## config.mk

```make
export PLATFORM = sky130hd
export DESIGN_NAME = tsfr_dp
export DESIGN_NICKNAME = d
export VERILOG_FILES = /design/src/hw/rtl/tsfr_pkg.sv /design/src/hw/rtl/tsfr_dp.sv
export SDC_FILE = /design/constraint.sdc
export NUM_CORES = 2
export LEC_CHECK = 0
export ABC_AREA = 1
export BUFFER_PORTS_ARGS = -buffer_cell sky130_fd_sc_hd__buf_2
export CORE_AREA = 2 2 259 261
export CTS_BUF_LIST = sky130_fd_sc_hd__clkbuf_16
export DETAILED_ROUTE_END_ITERATION = 7
export DIE_AREA = 0 0 261 263
export PLACE_DENSITY = 0.88
export SYNTH_ARGS = -nofsm -noshare
export SYNTH_HDL_FRONTEND = slang
export SYNTH_SLANG_ARGS = --single-unit
```

## constraint.sdc

```tcl
create_clock -name clk -period 8.6 [get_ports clk]
set_input_delay 0.86 -clock clk [delete_from_list [all_inputs] [get_ports clk]]
set_output_delay 0.86 -clock clk [all_outputs]
set_load 0.01 [all_outputs]
```

## src/hw/rtl/tsfr_pkg.sv

```systemverilog
package tsfr_pkg;

    localparam int BURST_LENGTH = 6;
    localparam int TRIM_COUNT   = 1;
    localparam int MIN_RAW      = 100;
    localparam int SAMPLE_BITS  = 12;

    localparam int TRIM_EFF  = (2 * TRIM_COUNT >= BURST_LENGTH) ?
                               (BURST_LENGTH - 1) / 2 : TRIM_COUNT;
    localparam int KEEP      = BURST_LENGTH - 2 * TRIM_EFF;
    localparam int POS_W     = $clog2(4 * BURST_LENGTH + 1);
    localparam int IDX_W     = $clog2(BURST_LENGTH);
    localparam int SUM_W     = SAMPLE_BITS + $clog2(BURST_LENGTH + 1);
    localparam int CFG_IDX_W = 3;
    localparam int CFG_DATA_W = 16;

    localparam logic [CFG_IDX_W-1:0] REG_OFFSET_X   = 3'd0;
    localparam logic [CFG_IDX_W-1:0] REG_OFFSET_Y   = 3'd1;
    localparam logic [CFG_IDX_W-1:0] REG_SCALE_X    = 3'd2;
    localparam logic [CFG_IDX_W-1:0] REG_SCALE_Y    = 3'd3;
    localparam logic [CFG_IDX_W-1:0] REG_SCREEN_W   = 3'd4;
    localparam logic [CFG_IDX_W-1:0] REG_SCREEN_H   = 3'd5;
    localparam logic [CFG_IDX_W-1:0] REG_AGREE      = 3'd6;
    localparam logic [CFG_IDX_W-1:0] REG_MOVE       = 3'd7;

    typedef struct packed {
        logic        opcode;
        logic [11:0] sample;
    } in_word_t;

    typedef struct packed {
        logic        stored;
        logic        pressed;
        logic [11:0] x_pos;
        logic [11:0] y_pos;
        logic [11:0] raw_x;
        logic [11:0] raw_y;
    } out_word_t;

    typedef struct packed {
        logic load;      // accept input word, store sample
        logic pen_up;    // sample is pen up
        logic sort_step; // one pass of odd-even sort
        logic sum_init;
        logic sum_step;
        logic div_init;  // start burst divide by KEEP
        logic div_step;
        logic save_avg;  // latch average into pair register
        logic pix_init;  // start pixel conversion
        logic pix_step;
        logic emit;      // build report
        logic fail;      // report no touch
    } cmd_t;

    typedef struct packed {
        logic burst_done;
        logic [2:0] burst;     // 0..4, 1..4 while a burst is processed
        logic pair1_bad;
        logic pair2_bad;
        logic cnt_done;
    } sts_t;

endpackage

```

## src/hw/rtl/tsfr_dp.sv

```systemverilog
module tsfr_dp
(
    input  logic                                clk,
    input  logic                                rst_n,
    input  logic                                cfg_we,
    input  logic [tsfr_pkg::CFG_IDX_W-1:0]      cfg_idx,
    input  logic [tsfr_pkg::CFG_DATA_W-1:0]     cfg_data,
    input  logic [11:0]                         in_sample,
    input  tsfr_pkg::cmd_t                      cmd,
    output tsfr_pkg::sts_t                      sts,
    output tsfr_pkg::out_word_t                 out_word
);

    localparam int BL  = tsfr_pkg::BURST_LENGTH;
    localparam int SB  = tsfr_pkg::SAMPLE_BITS;
    localparam int IW  = tsfr_pkg::IDX_W;
    localparam int SW  = tsfr_pkg::SUM_W;
    localparam int DIVN = 22; // numerator bits of |raw-off|*1000
    localparam int PQ_W = 22;

    logic [11:0] offset_x_reg, offset_y_reg, screen_w_reg, screen_h_reg;
    logic [11:0] agree_reg, move_reg;
    logic [15:0] scale_x_reg, scale_y_reg;

    always_ff @(posedge clk or negedge rst_n)
    begin
        if (!rst_n)
        begin
            offset_x_reg <= 12'd247;
            offset_y_reg <= 12'd3388;
            scale_x_reg  <= 16'd4421;
            scale_y_reg  <= 16'd6078;
            screen_w_reg <= 12'd800;
            screen_h_reg <= 12'd480;
            agree_reg    <= 12'd20;
            move_reg     <= 12'd30;
        end
        else if (cfg_we)
        begin
            case (cfg_idx)
                tsfr_pkg::REG_OFFSET_X: offset_x_reg <= cfg_data[11:0];
                tsfr_pkg::REG_OFFSET_Y: offset_y_reg <= cfg_data[11:0];
                tsfr_pkg::REG_SCALE_X:  scale_x_reg  <= cfg_data;
                tsfr_pkg::REG_SCALE_Y:  scale_y_reg  <= cfg_data;
                tsfr_pkg::REG_SCREEN_W: screen_w_reg <= cfg_data[11:0];
                tsfr_pkg::REG_SCREEN_H: screen_h_reg <= cfg_data[11:0];
                tsfr_pkg::REG_AGREE:    agree_reg    <= cfg_data[11:0];
                tsfr_pkg::REG_MOVE:     move_reg     <= cfg_data[11:0];
                default: ;
            endcase
        end
    end

    // burst buffer, burst count
    logic [SB-1:0] buf_reg [BL];
    logic [IW-1:0] widx_reg;
    logic [2:0]    burst_reg;

    assign sts.burst_done = (widx_reg == IW'(BL - 1));
    assign sts.burst = burst_reg;

    always_ff @(posedge clk or negedge rst_n)
    begin
        if (!rst_n)
        begin
            widx_reg  <= '0;
            burst_reg <= 3'd0;
        end
        else if (cmd.load)
        begin
            if (cmd.pen_up)
            begin
                widx_reg  <= '0;
                burst_reg <= 3'd0;
            end
            else if (widx_reg == IW'(BL - 1))
            begin
                widx_reg  <= '0;
                burst_reg <= burst_reg + 3'd1;
            end
            else
                widx_reg <= widx_reg + IW'(1);
        end
        else if (cmd.save_avg && (burst_reg == 3'd4 || (burst_reg == 3'd2 &&
                 sts.pair1_bad)))
            burst_reg <= 3'd0;
    end

    // sort by odd-even transposition, then sum, done by counters
    logic [4:0] cnt_reg;
    logic [SW-1:0] sum_reg;
    logic [SW-1:0] quo_reg;

    always_ff @(posedge clk)
    begin
        if (cmd.load && !cmd.pen_up)
            buf_reg[widx_reg] <= in_sample[SB-1:0];
        else if (cmd.sort_step)
        begin
            for (int i = 0; i < BL - 1; i++)
            begin
                if ((i % 2) == int'(cnt_reg[0]) && buf_reg[i] > buf_reg[i+1])
                begin
                    buf_reg[i]   <= buf_reg[i+1];
                    buf_reg[i+1] <= buf_reg[i];
                end
            end
        end
    end

    // pixel conversion: |raw-off|*1000 then restoring divide, both axes
    logic [11:0] px_num_x, px_num_y;
    logic [DIVN-1:0] nx_reg, ny_reg;
    logic [16:0]     rx_reg, ry_reg;
    logic [PQ_W-1:0] qx_reg, qy_reg;
    logic [11:0]     fpx_reg, fpy_reg, spx_reg, rawx_reg, rawy_reg;
    logic [12:0]     sumx, sumy;
    logic [SW-1:0]   avg;
    logic [16:0]     rx_sh, ry_sh;

    assign avg = quo_reg;

    always_comb
    begin
        sts.cnt_done = 1'b0;
        if (cmd.sort_step)
            sts.cnt_done = (cnt_reg == 5'(BL - 1));
        else if (cmd.sum_step)
            sts.cnt_done = (cnt_reg == 5'(tsfr_pkg::KEEP - 1));
        else if (cmd.div_step)
            sts.cnt_done = 1'b1;
        else if (cmd.pix_step)
            sts.cnt_done = (cnt_reg == 5'(DIVN - 1));
    end

    always_ff @(posedge clk or negedge rst_n)
    begin
        if (!rst_n)
            cnt_reg <= '0;
        else if (cmd.sum_init || cmd.div_init || cmd.pix_init || sts.cnt_done)
            cnt_reg <= '0;
        else if (cmd.sort_step || cmd.sum_step || cmd.div_step || cmd.pix_step)
            cnt_reg <= cnt_reg + 5'd1;
    end

    // sum of the kept samples, divided by their count, a power of two
    always_ff @(posedge clk)
    begin
        if (cmd.sum_init)
            sum_reg <= '0;
        else if (cmd.sum_step)
            sum_reg <= sum_reg +
                       SW'(buf_reg[IW'(tsfr_pkg::TRIM_EFF) + cnt_reg[IW-1:0]]);
        if (cmd.div_step)
            quo_reg <= sum_reg / SW'(tsfr_pkg::KEEP);
    end

    assign sumx = {1'b0, fpx_reg} + {1'b0, spx_reg};
    assign sumy = {1'b0, rawy_reg} + {1'b0, avg[11:0]};

    function automatic logic [11:0] adiff12(input logic [11:0] a, input logic [11:0] b);
        adiff12 = (a > b) ? a - b : b - a;
    endfunction

    assign sts.pair1_bad = (fpx_reg < 12'(tsfr_pkg::MIN_RAW)) ||
                           (avg[11:0] < 12'(tsfr_pkg::MIN_RAW));
    assign sts.pair2_bad = (spx_reg < 12'(tsfr_pkg::MIN_RAW)) ||
                           (avg[11:0] < 12'(tsfr_pkg::MIN_RAW)) ||
                           (adiff12(fpx_reg, spx_reg) >= agree_reg) ||
                           (adiff12(fpy_reg, avg[11:0]) >= agree_reg);

    assign px_num_x = adiff12(sumx[12:1], offset_x_reg);
    assign px_num_y = adiff12(sumy[12:1], offset_y_reg);
    assign rx_sh = {rx_reg[15:0], nx_reg[DIVN-1]};
    assign ry_sh = {ry_reg[15:0], ny_reg[DIVN-1]};

    always_ff @(posedge clk)
    begin
        if (cmd.save_avg)
        begin
            case (burst_reg)
                3'd1: fpx_reg <= avg[11:0];
                3'd2: fpy_reg <= avg[11:0];
                3'd3: spx_reg <= avg[11:0];
                default: ;
            endcase
        end
        if (cmd.pix_init)
        begin
            rawx_reg <= sumx[12:1];
            rawy_reg <= sumy[12:1];
            nx_reg <= DIVN'(px_num_x) * DIVN'(1000);
            ny_reg <= DIVN'(px_num_y) * DIVN'(1000);
            rx_reg <= '0;
            ry_reg <= '0;
            qx_reg <= '0;
            qy_reg <= '0;
        end
        else if (cmd.save_avg && burst_reg == 3'd3)
            rawy_reg <= rawy_reg;
        else if (cmd.pix_step)
        begin
            nx_reg <= {nx_reg[DIVN-2:0], 1'b0};
            ny_reg <= {ny_reg[DIVN-2:0], 1'b0};
            if (rx_sh >= {1'b0, scale_x_reg})
            begin
                rx_reg <= rx_sh - {1'b0, scale_x_reg};
                qx_reg <= {qx_reg[PQ_W-2:0], 1'b1};
            end
            else
            begin
                rx_reg <= rx_sh;
                qx_reg <= {qx_reg[PQ_W-2:0], 1'b0};
            end
            if (ry_sh >= {1'b0, scale_y_reg})
            begin
                ry_reg <= ry_sh - {1'b0, scale_y_reg};
                qy_reg <= {qy_reg[PQ_W-2:0], 1'b1};
            end
            else
            begin
                ry_reg <= ry_sh;
                qy_reg <= {qy_reg[PQ_W-2:0], 1'b0};
            end
        end
        if (cmd.save_avg && burst_reg == 3'd2)
            rawy_reg <= avg[11:0];
    end

    // report
    logic        lp_reg;
    logic [15:0] lx_reg, ly_reg;
    logic        touch;
    logic [15:0] px, py;
    logic [15:0] dx, dy;
    logic        stored;
    logic        x_off, y_off;

    // zero scale yields all-ones quotient from the divider, off screen
    assign x_off = (qx_reg >= PQ_W'(screen_w_reg));
    assign y_off = (qy_reg >= PQ_W'(screen_h_reg));
    assign touch = !cmd.fail && !x_off && !y_off;
    assign px = touch ? qx_reg[15:0] : 16'd0;
    assign py = touch ? qy_reg[15:0] : 16'd0;
    assign dx = (lx_reg > px) ? lx_reg - px : px - lx_reg;
    assign dy = (ly_reg > py) ? ly_reg - py : py - ly_reg;
    assign stored = (lp_reg != touch) || (dx > 16'(move_reg)) || (dy > 16'(move_reg));

    always_ff @(posedge clk or negedge rst_n)
    begin
        if (!rst_n)
        begin
            lp_reg <= 1'b0;
            lx_reg <= '0;
            ly_reg <= '0;
        end
        else if (cmd.emit && stored)
        begin
            lp_reg <= touch;
            lx_reg <= px;
            ly_reg <= py;
        end
    end

    always_ff @(posedge clk)
    begin
        if (cmd.emit)
        begin
            out_word.stored  <= stored;
            out_word.pressed <= stored ? touch : lp_reg;
            out_word.x_pos   <= (stored && touch) ? px[11:0] : lx_reg[11:0];
            out_word.y_pos   <= (stored && touch) ? py[11:0] : ly_reg[11:0];
            out_word.raw_x   <= cmd.fail ? 12'd0 : rawx_reg;
            out_word.raw_y   <= cmd.fail ? 12'd0 : rawy_reg;
        end
    end

endmodule

```

==> impl_metrics.yaml <==
outcome:
  status: "complete, no violations"
clock_tree:
  cts_max_level: 2
  path_clk_slew_ns: 0.06
  cts_buffer_depth: 3
  post-cts-setup-buffers: 0
  insertion_delay_ns: 0.65
  tritoncts: "yes"
  clock_sinks: 494
  cts_buffers: 53
  ctsRootBufferMaster: "clkbuf_16"
setup_path:
  crit_buf_inv: 10
  startpoint_type: "flop"
  cp_slowest_cell: "fa_1"
  rr_startpoint: "fpx_reg[1]"
  crit_arrival_ns: 8.39
  cp_common_cell: "inv_1"
  worstSetupStartpoint: "fpx_reg[1]"
  path_delay_family: "adder cells"
  end_kind: "flop"
  slowest_delay_ns: 0.53
  critPathRequiredTime_ns: 8.95
  cp_max_fo: 10
  crit_type: "flop to flop"
final_layout:
  finalNonFillerCells: 6052
  finalNetCount: 5726
  largest_reg_flops: 96
  drive_gt1_frac: 0.0652
  multiInputGateArea_um2: 21900
  fin_area_um2: 42300
  seq_area_um2: 13200
  n_fill_cell: 5473
  area_growth_pct: 7.71
synthesis:
  synth_mux_area_frac: 0
  synth-compound-area-share: 0.140
  ys.flop_type: "edfxtp_1"
  syn-instance-count: 5077
  synth_xor_area_frac: 0.0342
  synth_top_family_by_area: "simple AND/OR/NAND/NOR gates"
  synth_cell_types: 63
  synth-simple-area-share: 0.193
  synth.avg_cell_area_um2: 7.73
  syn_area_um2: 39200
  synth_top_area_cell: "edfxtp_1"
  synth-seq-area-share: 0.338
  synth_edf_count: 256
  synth_top_area_share: 0.196
  async_reset_ff_frac: 0.300
  synth_seq_cells: 494
  ys_top_cells_by_count: "1174 x nand2_1, 923 x inv_1, 451 x ha_1"
  yosys_warnings: 0
  synthAdderAreaFrac: 0.189
  synth.most_common_cell: "nand2_1"
  ys_top_cells_by_area: "edfxtp_1 20%, ha_1 14%, nand2_1 11%, inv_1 8.8%, dfrtp_1 6.8%"
timing:
  tightest_slew_ns: 1.10
  setup_ws_ns: 0.558
  fmax_ghz: 0.124
  period_minus_slack_ns: 8.04
  skew_ns: 0.0338
  post-route-period-util: 0.935
  relSlewSlack: 0.264
  drv_slew: 0
  fin_setup_tns_ns: 0
  finalHoldViolations: 0
  setup_viol_count_final: 0
detailed_routing:
  drt_iter0_drc: 3269
  viasPerCell: 5.62
  post-route-drc-count: 0
  firstDrtPassIters: 6
  wl_mm: 101
  wire_per_inst_um: 16.7
  ant_nets: 0
  vias: 34000
global_route:
  grt_usage: 0.294
  antenna_found_initial: 2
  grt_pass1_vias: 33000
  grt_pass1_wl_mm: 165
  grt_max_degree: 99
  grt_overflow: 0
floorplanning:
  rows: 94
  io_pins: 103
  die_h_um: 263
  start_util: 0.598
  core-area_um2: 65600
  fp.dieW_um: 261
  die-area_um2: 68600
flow_run:
  maxCapViolations: 0
placement:
  dp.final_hpwl_mm: 76.3
  place_area_um2: 40500
  gp_congestion: 0.997
  io_buffers: 102
  dp.cells: 5949
  dp_slack_ns: 0.434
worst_hold_path:
  hp-class: "primary input to async pin"
==> layer usage <==
metal	global-route usage	up-vias	routed length [um]
li1	-	16600	-
met1	0.395	15900	43200
met2	0.489	1274	47600
met3	0.0377	203	7320
met4	0.101	0	2970
met5	0	-	0
==> cells by family (layout without fill, tap and decap cells) <==
group           Yosys count  count (layout)
fa+ha+maj               540             540
buf+inv                1080            1176
flops                   494             494
compound gates          984             984
xor+xnor                153             153
other cells               2              17
simple gates           1824            1824
==> path summary, 6_finish.rpt <==
| path | end | slack (ns) | cells past startpoint |
|---|---|---|---|
| min in group clk | widx_reg[0] | 0.45 | 2 |
| min | scale_x_reg[13] | 0.31 | 1 |
| min reg2reg | rx_reg[15] | 0.46 | 2 |
| max | nx_reg[21] | 0.56 | 36 |
| max reg2reg | nx_reg[21] | 0.56 | 36 |
| max in group asynchronous | ly_reg[12] | 6.92 | 2 |
==> cell type report <==
type | count | share of cell area
tap | 864 | 0.0256
clock buffer | 55 | 0.0326
clock inverter | 45 | 0.00758
sequential | 494 | 0.313
inverter | 943 | 0.0839
multi-input combinational | 3515 | 0.519
antenna | 3 | 0.000178
timing repair buffer | 133 | 0.0178
==> cell usage in the layout, fill, tap and decap left out, types with 12 or more instances in the layout <==
master,count
o22ai_1,64
nand4_1,44
o21bai_1,15
o2111ai_1,13
inv_2,16
buf_4,32
nand2_1,1172
a21o_1,13
conb_1,14
dfrtp_1,106
o21ai_0,419
o211ai_1,43
nor2_1,318
or2_2,12
edfxtp_1,256
dfstp_2,42
a31oi_1,16
nand3_1,176
dfxtp_1,90
fa_1,89
xor2_1,102
nand2_2,16
xnor2_1,49
ha_1,450
buf_2,100
inv_1,938
nand3_2,21
a21oi_1,325
clkinv_1,14
nor3_1,32
clkbuf_16,55
==> through the flow <==
stage          hold WS [ns]   util
4_1_cts               0.354  0.643
2_1_floorplan         0.427      -
5_1_grt               0.392  0.644
3_3_place_gp          0.441  0.618
6_report              0.311  0.644
3_5_place_dp          0.446  0.618
==> repair_timing <==
item | in CTS | in global routing
resized for setup | 0 | 6
hold buffers | 0 | 0
setup endpoints to repair | 0 | 7
Power is not shown: default switching activity piles up to over one toggle a cycle in this logic, so the estimate is an artifact.
