## src/hw/rtl/tsfr_pkg.sv

```systemverilog
package tsfr_pkg;

    localparam int BURST_LENGTH = 6;
    localparam int TRIM_COUNT   = 1;
    localparam int MIN_RAW      = 100;
    localparam int SAMPLE_BITS  = 12;

    localparam int TRIM_EFF  = (2 * TRIM_COUNT >= BURST_LENGTH) ?
                               (BURST_LENGTH - 1) / 2 : TRIM_COUNT;
    localparam int KEEP      = BURST_LENGTH - 2 * TRIM_EFF;
    localparam int POS_W     = $clog2(4 * BURST_LENGTH + 1);
    localparam int IDX_W     = $clog2(BURST_LENGTH);
    localparam int SUM_W     = SAMPLE_BITS + $clog2(BURST_LENGTH + 1);
    localparam int CFG_IDX_W = 3;
    localparam int CFG_DATA_W = 16;

    localparam logic [CFG_IDX_W-1:0] REG_OFFSET_X   = 3'd0;
    localparam logic [CFG_IDX_W-1:0] REG_OFFSET_Y   = 3'd1;
    localparam logic [CFG_IDX_W-1:0] REG_SCALE_X    = 3'd2;
    localparam logic [CFG_IDX_W-1:0] REG_SCALE_Y    = 3'd3;
    localparam logic [CFG_IDX_W-1:0] REG_SCREEN_W   = 3'd4;
    localparam logic [CFG_IDX_W-1:0] REG_SCREEN_H   = 3'd5;
    localparam logic [CFG_IDX_W-1:0] REG_AGREE      = 3'd6;
    localparam logic [CFG_IDX_W-1:0] REG_MOVE       = 3'd7;

    typedef struct packed {
        logic        opcode;
        logic [11:0] sample;
    } in_word_t;

    typedef struct packed {
        logic        stored;
        logic        pressed;
        logic [11:0] x_pos;
        logic [11:0] y_pos;
        logic [11:0] raw_x;
        logic [11:0] raw_y;
    } out_word_t;

    typedef struct packed {
        logic load;      // accept input word, store sample
        logic pen_up;    // sample is pen up
        logic sort_step; // one pass of odd-even sort
        logic sum_init;
        logic sum_step;
        logic div_init;  // start burst divide by KEEP
        logic div_step;
        logic save_avg;  // latch average into pair register
        logic pix_init;  // start pixel conversion
        logic pix_step;
        logic emit;      // build report
        logic fail;      // report no touch
    } cmd_t;

    typedef struct packed {
        logic burst_done;
        logic [2:0] burst;     // 0..4, 1..4 while a burst is processed
        logic pair1_bad;
        logic pair2_bad;
        logic cnt_done;
    } sts_t;

endpackage

```

## src/hw/rtl/tsfr_ctrl.sv

```systemverilog
module tsfr_ctrl
(
    input  logic          clk,
    input  logic          rst_n,
    input  logic          in_valid,
    output logic          in_ready,
    output logic          out_valid,
    input  logic          out_ready,
    input  logic          in_opcode,
    input  tsfr_pkg::sts_t sts,
    output tsfr_pkg::cmd_t cmd
);

    typedef enum logic [7:0] {
        S_IDLE = 8'b00000001,
        S_SORT = 8'b00000010,
        S_SUMI = 8'b00000100,
        S_SUM  = 8'b00001000,
        S_DIV  = 8'b00010000,
        S_SAVE = 8'b00100000,
        S_PIX  = 8'b01000000,
        S_EMIT = 8'b10000000
    } state_t;

    state_t state_reg, state_next;
    logic   fail_reg, fail_next;
    logic   out_valid_reg, out_valid_next;

    always_ff @(posedge clk or negedge rst_n)
    begin
        if (!rst_n)
        begin
            state_reg     <= S_IDLE;
            fail_reg      <= 1'b0;
            out_valid_reg <= 1'b0;
        end
        else
        begin
            state_reg     <= state_next;
            fail_reg      <= fail_next;
            out_valid_reg <= out_valid_next;
        end
    end

    assign in_ready  = (state_reg == S_IDLE);
    assign out_valid = out_valid_reg;

    always_comb
    begin
        cmd            = '0;
        state_next     = state_reg;
        fail_next      = fail_reg;
        out_valid_next = out_valid_reg && !out_ready;
        case (state_reg)
            S_IDLE:
            begin
                if (in_valid)
                begin
                    cmd.load = 1'b1;
                    cmd.pen_up = in_opcode;
                    if (in_opcode)
                    begin
                        fail_next  = 1'b1;
                        state_next = S_EMIT;
                    end
                    else if (sts.burst_done)
                    begin
                        cmd.sum_init = 1'b1;
                        state_next = S_SORT;
                    end
                end
            end
            S_SORT:
            begin
                cmd.sort_step = 1'b1;
                if (sts.cnt_done)
                    state_next = S_SUMI;
            end
            S_SUMI:
            begin
                cmd.sum_init = 1'b1;
                state_next = S_SUM;
            end
            S_SUM:
            begin
                cmd.sum_step = 1'b1;
                if (sts.cnt_done)
                begin
                    cmd.div_init = 1'b1;
                    state_next = S_DIV;
                end
            end
            S_DIV:
            begin
                cmd.div_step = 1'b1;
                if (sts.cnt_done)
                    state_next = S_SAVE;
            end
            S_SAVE:
            begin
                cmd.save_avg = 1'b1;
                if (sts.burst == 3'd2)
                begin
                    if (sts.pair1_bad)
                    begin
                        fail_next  = 1'b1;
                        state_next = S_EMIT;
                    end
                    else
                        state_next = S_IDLE;
                end
                else if (sts.burst == 3'd4)
                begin
                    if (sts.pair2_bad)
                    begin
                        fail_next  = 1'b1;
                        state_next = S_EMIT;
                    end
                    else
                    begin
                        fail_next  = 1'b0;
                        cmd.pix_init = 1'b1;
                        state_next = S_PIX;
                    end
                end
                else
                    state_next = S_IDLE;
            end
            S_PIX:
            begin
                cmd.pix_step = 1'b1;
                if (sts.cnt_done)
                    state_next = S_EMIT;
            end
            S_EMIT:
            begin
                // wait until the output register is free
                if (!out_valid_reg || out_ready)
                begin
                    cmd.emit = 1'b1;
                    cmd.fail = fail_reg;
                    out_valid_next = 1'b1;
                    state_next = S_IDLE;
                end
            end
            default: state_next = S_IDLE;
        endcase
    end

endmodule

```

## config.mk

```make
export PLATFORM = sky130hd
export DESIGN_NAME = tsfr_ctrl
export DESIGN_NICKNAME = d
export VERILOG_FILES = /design/src/hw/rtl/tsfr_pkg.sv /design/src/hw/rtl/tsfr_ctrl.sv
export SDC_FILE = /design/constraint.sdc
export NUM_CORES = 1
export LEC_CHECK = 0
export BUFFER_PORTS_ARGS = -buffer_cell sky130_fd_sc_hd__buf_4
export CAP_MARGIN = 20
export CORE_AREA = 2 2 43 45
export CTS_BUF_LIST = sky130_fd_sc_hd__clkbuf_8
export CTS_CLUSTER_DIAMETER = 40
export DETAILED_ROUTE_END_ITERATION = 6
export DIE_AREA = 0 0 45 47
export PLACE_DENSITY = 0.9
export SETUP_SLACK_MARGIN = 0.05
export SLEW_MARGIN = 15
export SYNTH_ARGS = -nofsm -noshare
export SYNTH_HDL_FRONTEND = slang
export SYNTH_SLANG_ARGS = --single-unit
```

## constraint.sdc

```tcl
create_clock -name clk -period 2.9 [get_ports clk]
set_input_delay 0.145 -clock clk [delete_from_list [all_inputs] [get_ports clk]]
set_output_delay 0.145 -clock clk [all_outputs]
set_load 0.02 [all_outputs]
```

==> results of run 1 <==
## worst reg2reg max path: stages, from the launching register on
cell      delay (ns)
dfstp_2         0.66
nor3b_1         0.32
and3_1          0.36
nand4b_2        0.14
a21bo_1         0.19
## kinds of logic after synthesis
group,count (synthesis),share of synthesized area [%]
multiplexers,1,1.149
XOR/XNOR,3,3.018
AO/OA/AOI/OAI,15,13.51
buffers and inverters,12,8.620
flip-flops,10,28.88
AND/OR/NAND/NOR,50,44.83
## final timing paths
kind                                               start                       end  slack (ns)  depth (start not counted)
min in group asynchronous                          rst_n  state_reg[1]$_DFFE_PN0P_        0.28                          2
worst max-delay path            state_reg[0]$_DFFE_PN1P_                    cmd[8]        0.83                          5
worst min register to register      fail_reg$_DFFE_PN0P_      fail_reg$_DFFE_PN0P_        0.57                          2
max in group asynchronous                          rst_n  state_reg[0]$_DFFE_PN1P_        2.40                          2
worst max register to register  state_reg[0]$_DFFE_PN1P_  state_reg[1]$_DFFE_PN0P_        1.18                          4
worst min-delay path                              sts[0]  state_reg[3]$_DFFE_PN0P_        0.26                          4
## synth_stat cells (2+ instances only)
cell type	n	share of area (%)
nand4_1	4	2.9
buf_6	3	3.9
nand2_1	6	2.6
a21oi_1	4	2.3
nor4b_4	2	5.5
and2_1	2	1.4
nand2b_1	2	1.4
nor2_1	2	0.86
nand4b_1	2	2.0
dfrtp_1	9	26
nand3_1	4	2.3
nor3b_1	4	3.4
nor3_4	2	3.7
and4_1	2	2.0
inv_1	7	3.0
nor3_1	4	2.3
nor2b_1	2	1.4
nor2_2	2	1.4
buf_4	2	1.7
and3_1	3	2.2
a21o_1	3	2.6
xor2_1	3	3.0
## layout make-up
cell class              instances  share of cell area (%)
multi-input cells              69                   49.66
flip-flops and latches         10                   22.95
repair buffers                 26                   18.04
clock buffers                   4                   5.023
inverters                       7                   2.397
well taps                      17                   1.941
## report_power, final
group          switching [uW]  internal (uW)
clock network            51.1            119
logic                     193            159
registers                52.2            171
total                     296            449
## per-layer routing
metal	vias up	part of all wire (%)	routed length, um
li1	387	-	-
met1	368	41	834
met2	35	50	1029
met3	4	7.1	145
met4	0	1.4	29
met5	-	0	0
## timing repair
| item | 4_1_cts | 5_1_grt |
|---|---|---|
| setup endpoints to repair | 0 | 0 |
| hold buffers | 1 | 0 |
| endpoints found under the hold margin | 10 | 0 |
## placed cells by master, fill, tap and decap left out, types with 2 or more instances in the layout
cell type  netlist  layout
buf_4            2      25
dfrtp_1          9       9
inv_1            7       7
nand2_1          6       6
nor3b_1          4       4
nand4_1          4       4
nor3_1           4       4
nand3_1          4       4
a21oi_1          4       4
clkbuf_8         0       4
and3_1           3       3
xor2_1           3       3
a21o_1           3       3
nor3_4           2       2
nor2_1           2       2
nor2_2           2       2
and2_1           2       2
nor4b_4          2       2
and4_1           2       2
nand4b_1         2       2
nor2b_1          2       2
nand2b_1         2       2
## metrics by stage
step                      utilization (%)  area (um2)  power, uW
after detailed placement            62.42        1031      572.9
after global placement              62.42        1031      559.8
after floorplan                         -       870.8      498.3
after global routing                66.36        1096      792.3
after CTS                           66.36        1096      748.9
final                               66.36        1096      745.0
==> metrics.txt, run 1 <==
Sink Count 10; Unique masters post-synth 39; Slew headroom 66.39%; CP Capture Type output pin; crit path DAT 1.92 ns; DR DRC count 0; Post-synth EDFFs 0; most used routing layer met2; startpoint types flop; crit path buf inv count 1; Avg WL per Cell 15.32 um; TritonCTS clock tree done; fraction of registers with async set/reset 100.0%; FF+latch count, synth 10; Ys Warns 0; final hold slack 0.2573 ns; PortBufs 25; global-route wire length before repair 3.401 mm; Cells after Synth 91; max reg flops 8; post-DP HPWL 1.624 mm; DRT antenna net count 0; pre-CTS WS 1.108 ns; die height 47 um; Vias 794; Max Cap Viol 0; CTS Buf Count 3; kind of critical path flop to output pin; Ports 26; slowest stage cell, crit path dfstp_2; crit-path max FO 7; Clk Tree Root Cell clkbuf_8; fmax 484.2 MHz; nets@finish 129; CP peak stage delay 0.66 ns; DRT iter0 DRCs 24; Cell Chain, Critical Path nor3b_1 -> and3_1 -> nand4b_2 -> nand2_1 -> buf_4; register area 251.5 um2; vias in the first global route 779; met3 Resource Use GR 5.385%; power per cell area 679.7 mW/mm2; Die Area 0.002115 mm2; worst vdd ir 0.5327 mV; Largest delay share family, worst path simple AND/OR/NAND/NOR gates; Clock Path Buffers 2; run status finished, final reports clean; synthesized cell area 870.8 um2; Worst EP required 2.76 ns; Worst Hold Class input pin to flop; final wirelength 2.038 mm; GRT met2 Usage 38.00%; Syn Nets 103; LEAKAGE 0.0005740 uW; Via density 5.970; CTS resizes 0; non-filler cells, final 133; CTS H-Tree Depth 1; row count 15; area of the multi-input gates 544.3 um2; global route total overflow 0; Worst-Skew Late Latency 0.23 ns; area of the core 0.001652 mm2; Most used DFF post-synth dfrtp_1; worst setup margin 0.8349 ns; All-Layer GR Usage 22.62%; pin count of the biggest net entering global routing 11; Hold Vio Cnt, Final 0; Pins Over Slew Limit 0; Area Overhead vs Synth 25.86%; GR Layer Usage met1 27.96%; antenna violations before repair 0; register area share after synthesis 28.88%; Starting Density 52.73%; Clock Pin Slew Worst Setup and Hold Paths 0.05 ns; worst slew pin tran 0.5041 ns; die width 45 um; gp weighted congestion 0.8205; RSZ-0062 raised after global routing false; # diodes 0; DP Cell Count 128; TNS Setup 0 ns; Setup Fix Bufs, Post-CTS 0; Post-Syn Area per Cell 9.570 um2; Clock Skew 0.0009772 ns; Setup-failing EPs final 0; layout cells sized above 1 36.21%; DRT Pass-1 Iters 4; min cycle time layout 2.065 ns; final worst path period share 71.21%; fillers 123
Power figures use the tool's default switching activity.
==> run 2: changes to the inputs <==
--- a/config.mk
+++ b/config.mk
@@ -7,12 +7,12 @@
 export LEC_CHECK = 0
 export BUFFER_PORTS_ARGS = -buffer_cell sky130_fd_sc_hd__buf_4
 export CAP_MARGIN = 20
-export CORE_AREA = 2 2 43 45
+export CORE_AREA = 2 2 44 46
 export CTS_BUF_LIST = sky130_fd_sc_hd__clkbuf_8
 export CTS_CLUSTER_DIAMETER = 40
 export DETAILED_ROUTE_END_ITERATION = 6
-export DIE_AREA = 0 0 45 47
-export PLACE_DENSITY = 0.9
+export DIE_AREA = 0 0 46 48
+export PLACE_DENSITY = 0.87
 export SETUP_SLACK_MARGIN = 0.05
 export SLEW_MARGIN = 15
 export SYNTH_ARGS = -nofsm -noshare
==> constraint.sdc (replaced) <==
create_clock -name clk -period 2 [get_ports clk]
set_input_delay 0.1 -clock clk [delete_from_list [all_inputs] [get_ports clk]]
set_output_delay 0.1 -clock clk [all_outputs]
set_load 0.02 [all_outputs]
==> metrics.txt, run 2 (synthesis gave the netlist of run 1 again) <==
Slew headroom 67.48% (was 66.39%); crit path DAT 1.88 ns (was 1.92 ns); Ports 26 (unchanged); Vias 796 (was 794); DRT iter0 DRCs 25 (was 24); startpoint types flop (unchanged); Worst-Skew Late Latency 0.25 ns (was 0.23 ns); worst slew pin tran 0.4878 ns (was 0.5041 ns); LEAKAGE 0.0005805 uW (was 0.0005740 uW); gp weighted congestion 0.8219 (was 0.8205); worst vdd ir 0.5330 mV (was 0.5327 mV); DRT Pass-1 Iters 4 (unchanged); pin count of the biggest net entering global routing 11 (unchanged); CTS H-Tree Depth 1 (unchanged); area of the core 0.001689 mm2 (was 0.001652 mm2); Power, Total 1076 uW (was 745.0 uW); Hold Vio Cnt, Final 0 (unchanged); Pins Over Slew Limit 0 (unchanged); fmax 505.0 MHz; TNS Setup 0 ns (unchanged); CTS Buf Count 3 (unchanged); Sink Count 10 (unchanged); fillers 156 (was 123); post-DP HPWL 1.597 mm (was 1.624 mm); # diodes 0 (unchanged); Worst EP required 1.90 ns (was 2.76 ns); Die Area 0.002208 mm2 (was 0.002115 mm2); TritonCTS clock tree done (unchanged); vias in the first global route 748 (was 779); final hold slack 0.1932 ns (was 0.2573 ns); crit-path max FO 7 (unchanged); All-Layer GR Usage 21.58% (was 22.62%); power per cell area 976.2 mW/mm2 (was 679.7 mW/mm2); Area Overhead vs Synth 26.58% (was 25.86%); Clk Tree Root Cell clkbuf_8 (unchanged); max reg flops 8 (unchanged); Setup-failing EPs final 0 (unchanged); Starting Density 51.56% (was 52.73%); global route total overflow 0 (unchanged); Via density 5.896 (was 5.970); Avg WL per Cell 16.40 um (was 15.32 um); CP Capture Type output pin (unchanged); row count 15 (unchanged); final worst path period share 99.02%; run status finished, final reports clean (unchanged); Clock Skew 0.006412 ns (was 0.0009772 ns); die width 46 um (was 45 um); kind of critical path flop to output pin (unchanged); die height 48 um (was 47 um); RSZ-0062 raised after global routing true (was false); PortBufs 25 (unchanged); Clock Path Buffers 2 (unchanged); Max Cap Viol 0 (unchanged); min cycle time layout 1.980 ns; final wirelength 2.214 mm (was 2.038 mm); nets@finish 131 (was 129); DRT antenna net count 0 (unchanged); global-route wire length before repair 3.312 mm (was 3.401 mm); Clock Pin Slew Worst Setup and Hold Paths 0.05 ns (about the same); layout cells sized above 1 37.29% (was 36.21%); commonest non-fill, non-tap cells in the layout buf_4 (27), dfrtp_1 (9), inv_1 (8) (was buf_4 (25), dfrtp_1 (9), inv_1 (7)); antenna violations before repair 0 (unchanged); commonest non-fill, non-tap cell in the layout buf_4 (unchanged); DR DRC count 0 (unchanged); Worst Hold Class input pin to flop (unchanged)
run 2: through the flow:
stage	area, um2	instances	setup WS, ns	util [%]
6_report	1102	135	0.01970	65.26
5_1_grt	1102	135	-0.04005	65.26
4_1_cts	1086	133	0.06814	64.30
3_5_place_dp	1031	128	0.3249	61.04
3_3_place_gp	1031	128	0.3701	61.04
2_1_floorplan	870.8	91	0.2413	-
run 2: per-layer routing:
layer  up-vias  track usage, %  routed length (um)
li1        389               -                   -
met1       364           25.97                 921
met2        38           35.56                1108
met3         5           5.283                 136
met4         0           11.43                  48
met5         -               0                   0
run 2: worst paths after layout:
| path | from | cells past startpoint | end | slack [ns] |
|---|---|---|---|---|
| worst min register to register | fail_reg$_DFFE_PN0P_ | 2 | fail_reg$_DFFE_PN0P_ | 0.60 |
| min in group asynchronous | rst_n | 2 | fail_reg$_DFFE_PN0P_ | 0.23 |
| worst max-delay path | state_reg[0]$_DFFE_PN1P_ | 5 | cmd[8] | 0.02 |
| max in group asynchronous | rst_n | 2 | state_reg[0]$_DFFE_PN1P_ | 1.55 |
| worst max register to register | state_reg[1]$_DFFE_PN0P_ | 5 | state_reg[5]$_DFFE_PN0P_ | 0.27 |
| worst min-delay path | sts[0] | 4 | state_reg[3]$_DFFE_PN0P_ | 0.19 |
run 2: worst max-delay path: stages (launching register included):
cell and delay [ns]:
dfstp_2 0.67, nor3b_1 0.33, and3_2 0.31, nand4b_2 0.12, nand2_1 0.08, buf_4 0.13
run 2: cell type report:
| class | instances | area (um2) | area share, % |
|---|---|---|---|
| Inverter | 7 | 26.28 | 2.384 |
| Multi-Input combinational cell | 69 | 545.5 | 49.49 |
| Tap cell | 17 | 21.27 | 1.930 |
| Clock inverter | 1 | 3.754 | 0.3405 |
| Timing Repair Buffer | 28 | 212.7 | 19.30 |
| Sequential cell | 10 | 251.5 | 22.81 |
| Clock buffer | 3 | 41.29 | 3.746 |
run 2: timing repair:
action / 4_1_cts / 5_1_grt
setup buffers: 0 / 2
hold endpoints to repair: 10 / 0
gates resized for setup: 0 / 1
hold buffers: 1 / 0
setup endpoints to repair: 0 / 5
run 2: power breakdown:
group	leakage [uW]	internal, uW	switching (uW)	total [uW]
clock network	0.0000269	135	89.2	224
registers	0.000130	248	80.2	328
logic	0.000424	240	284	523
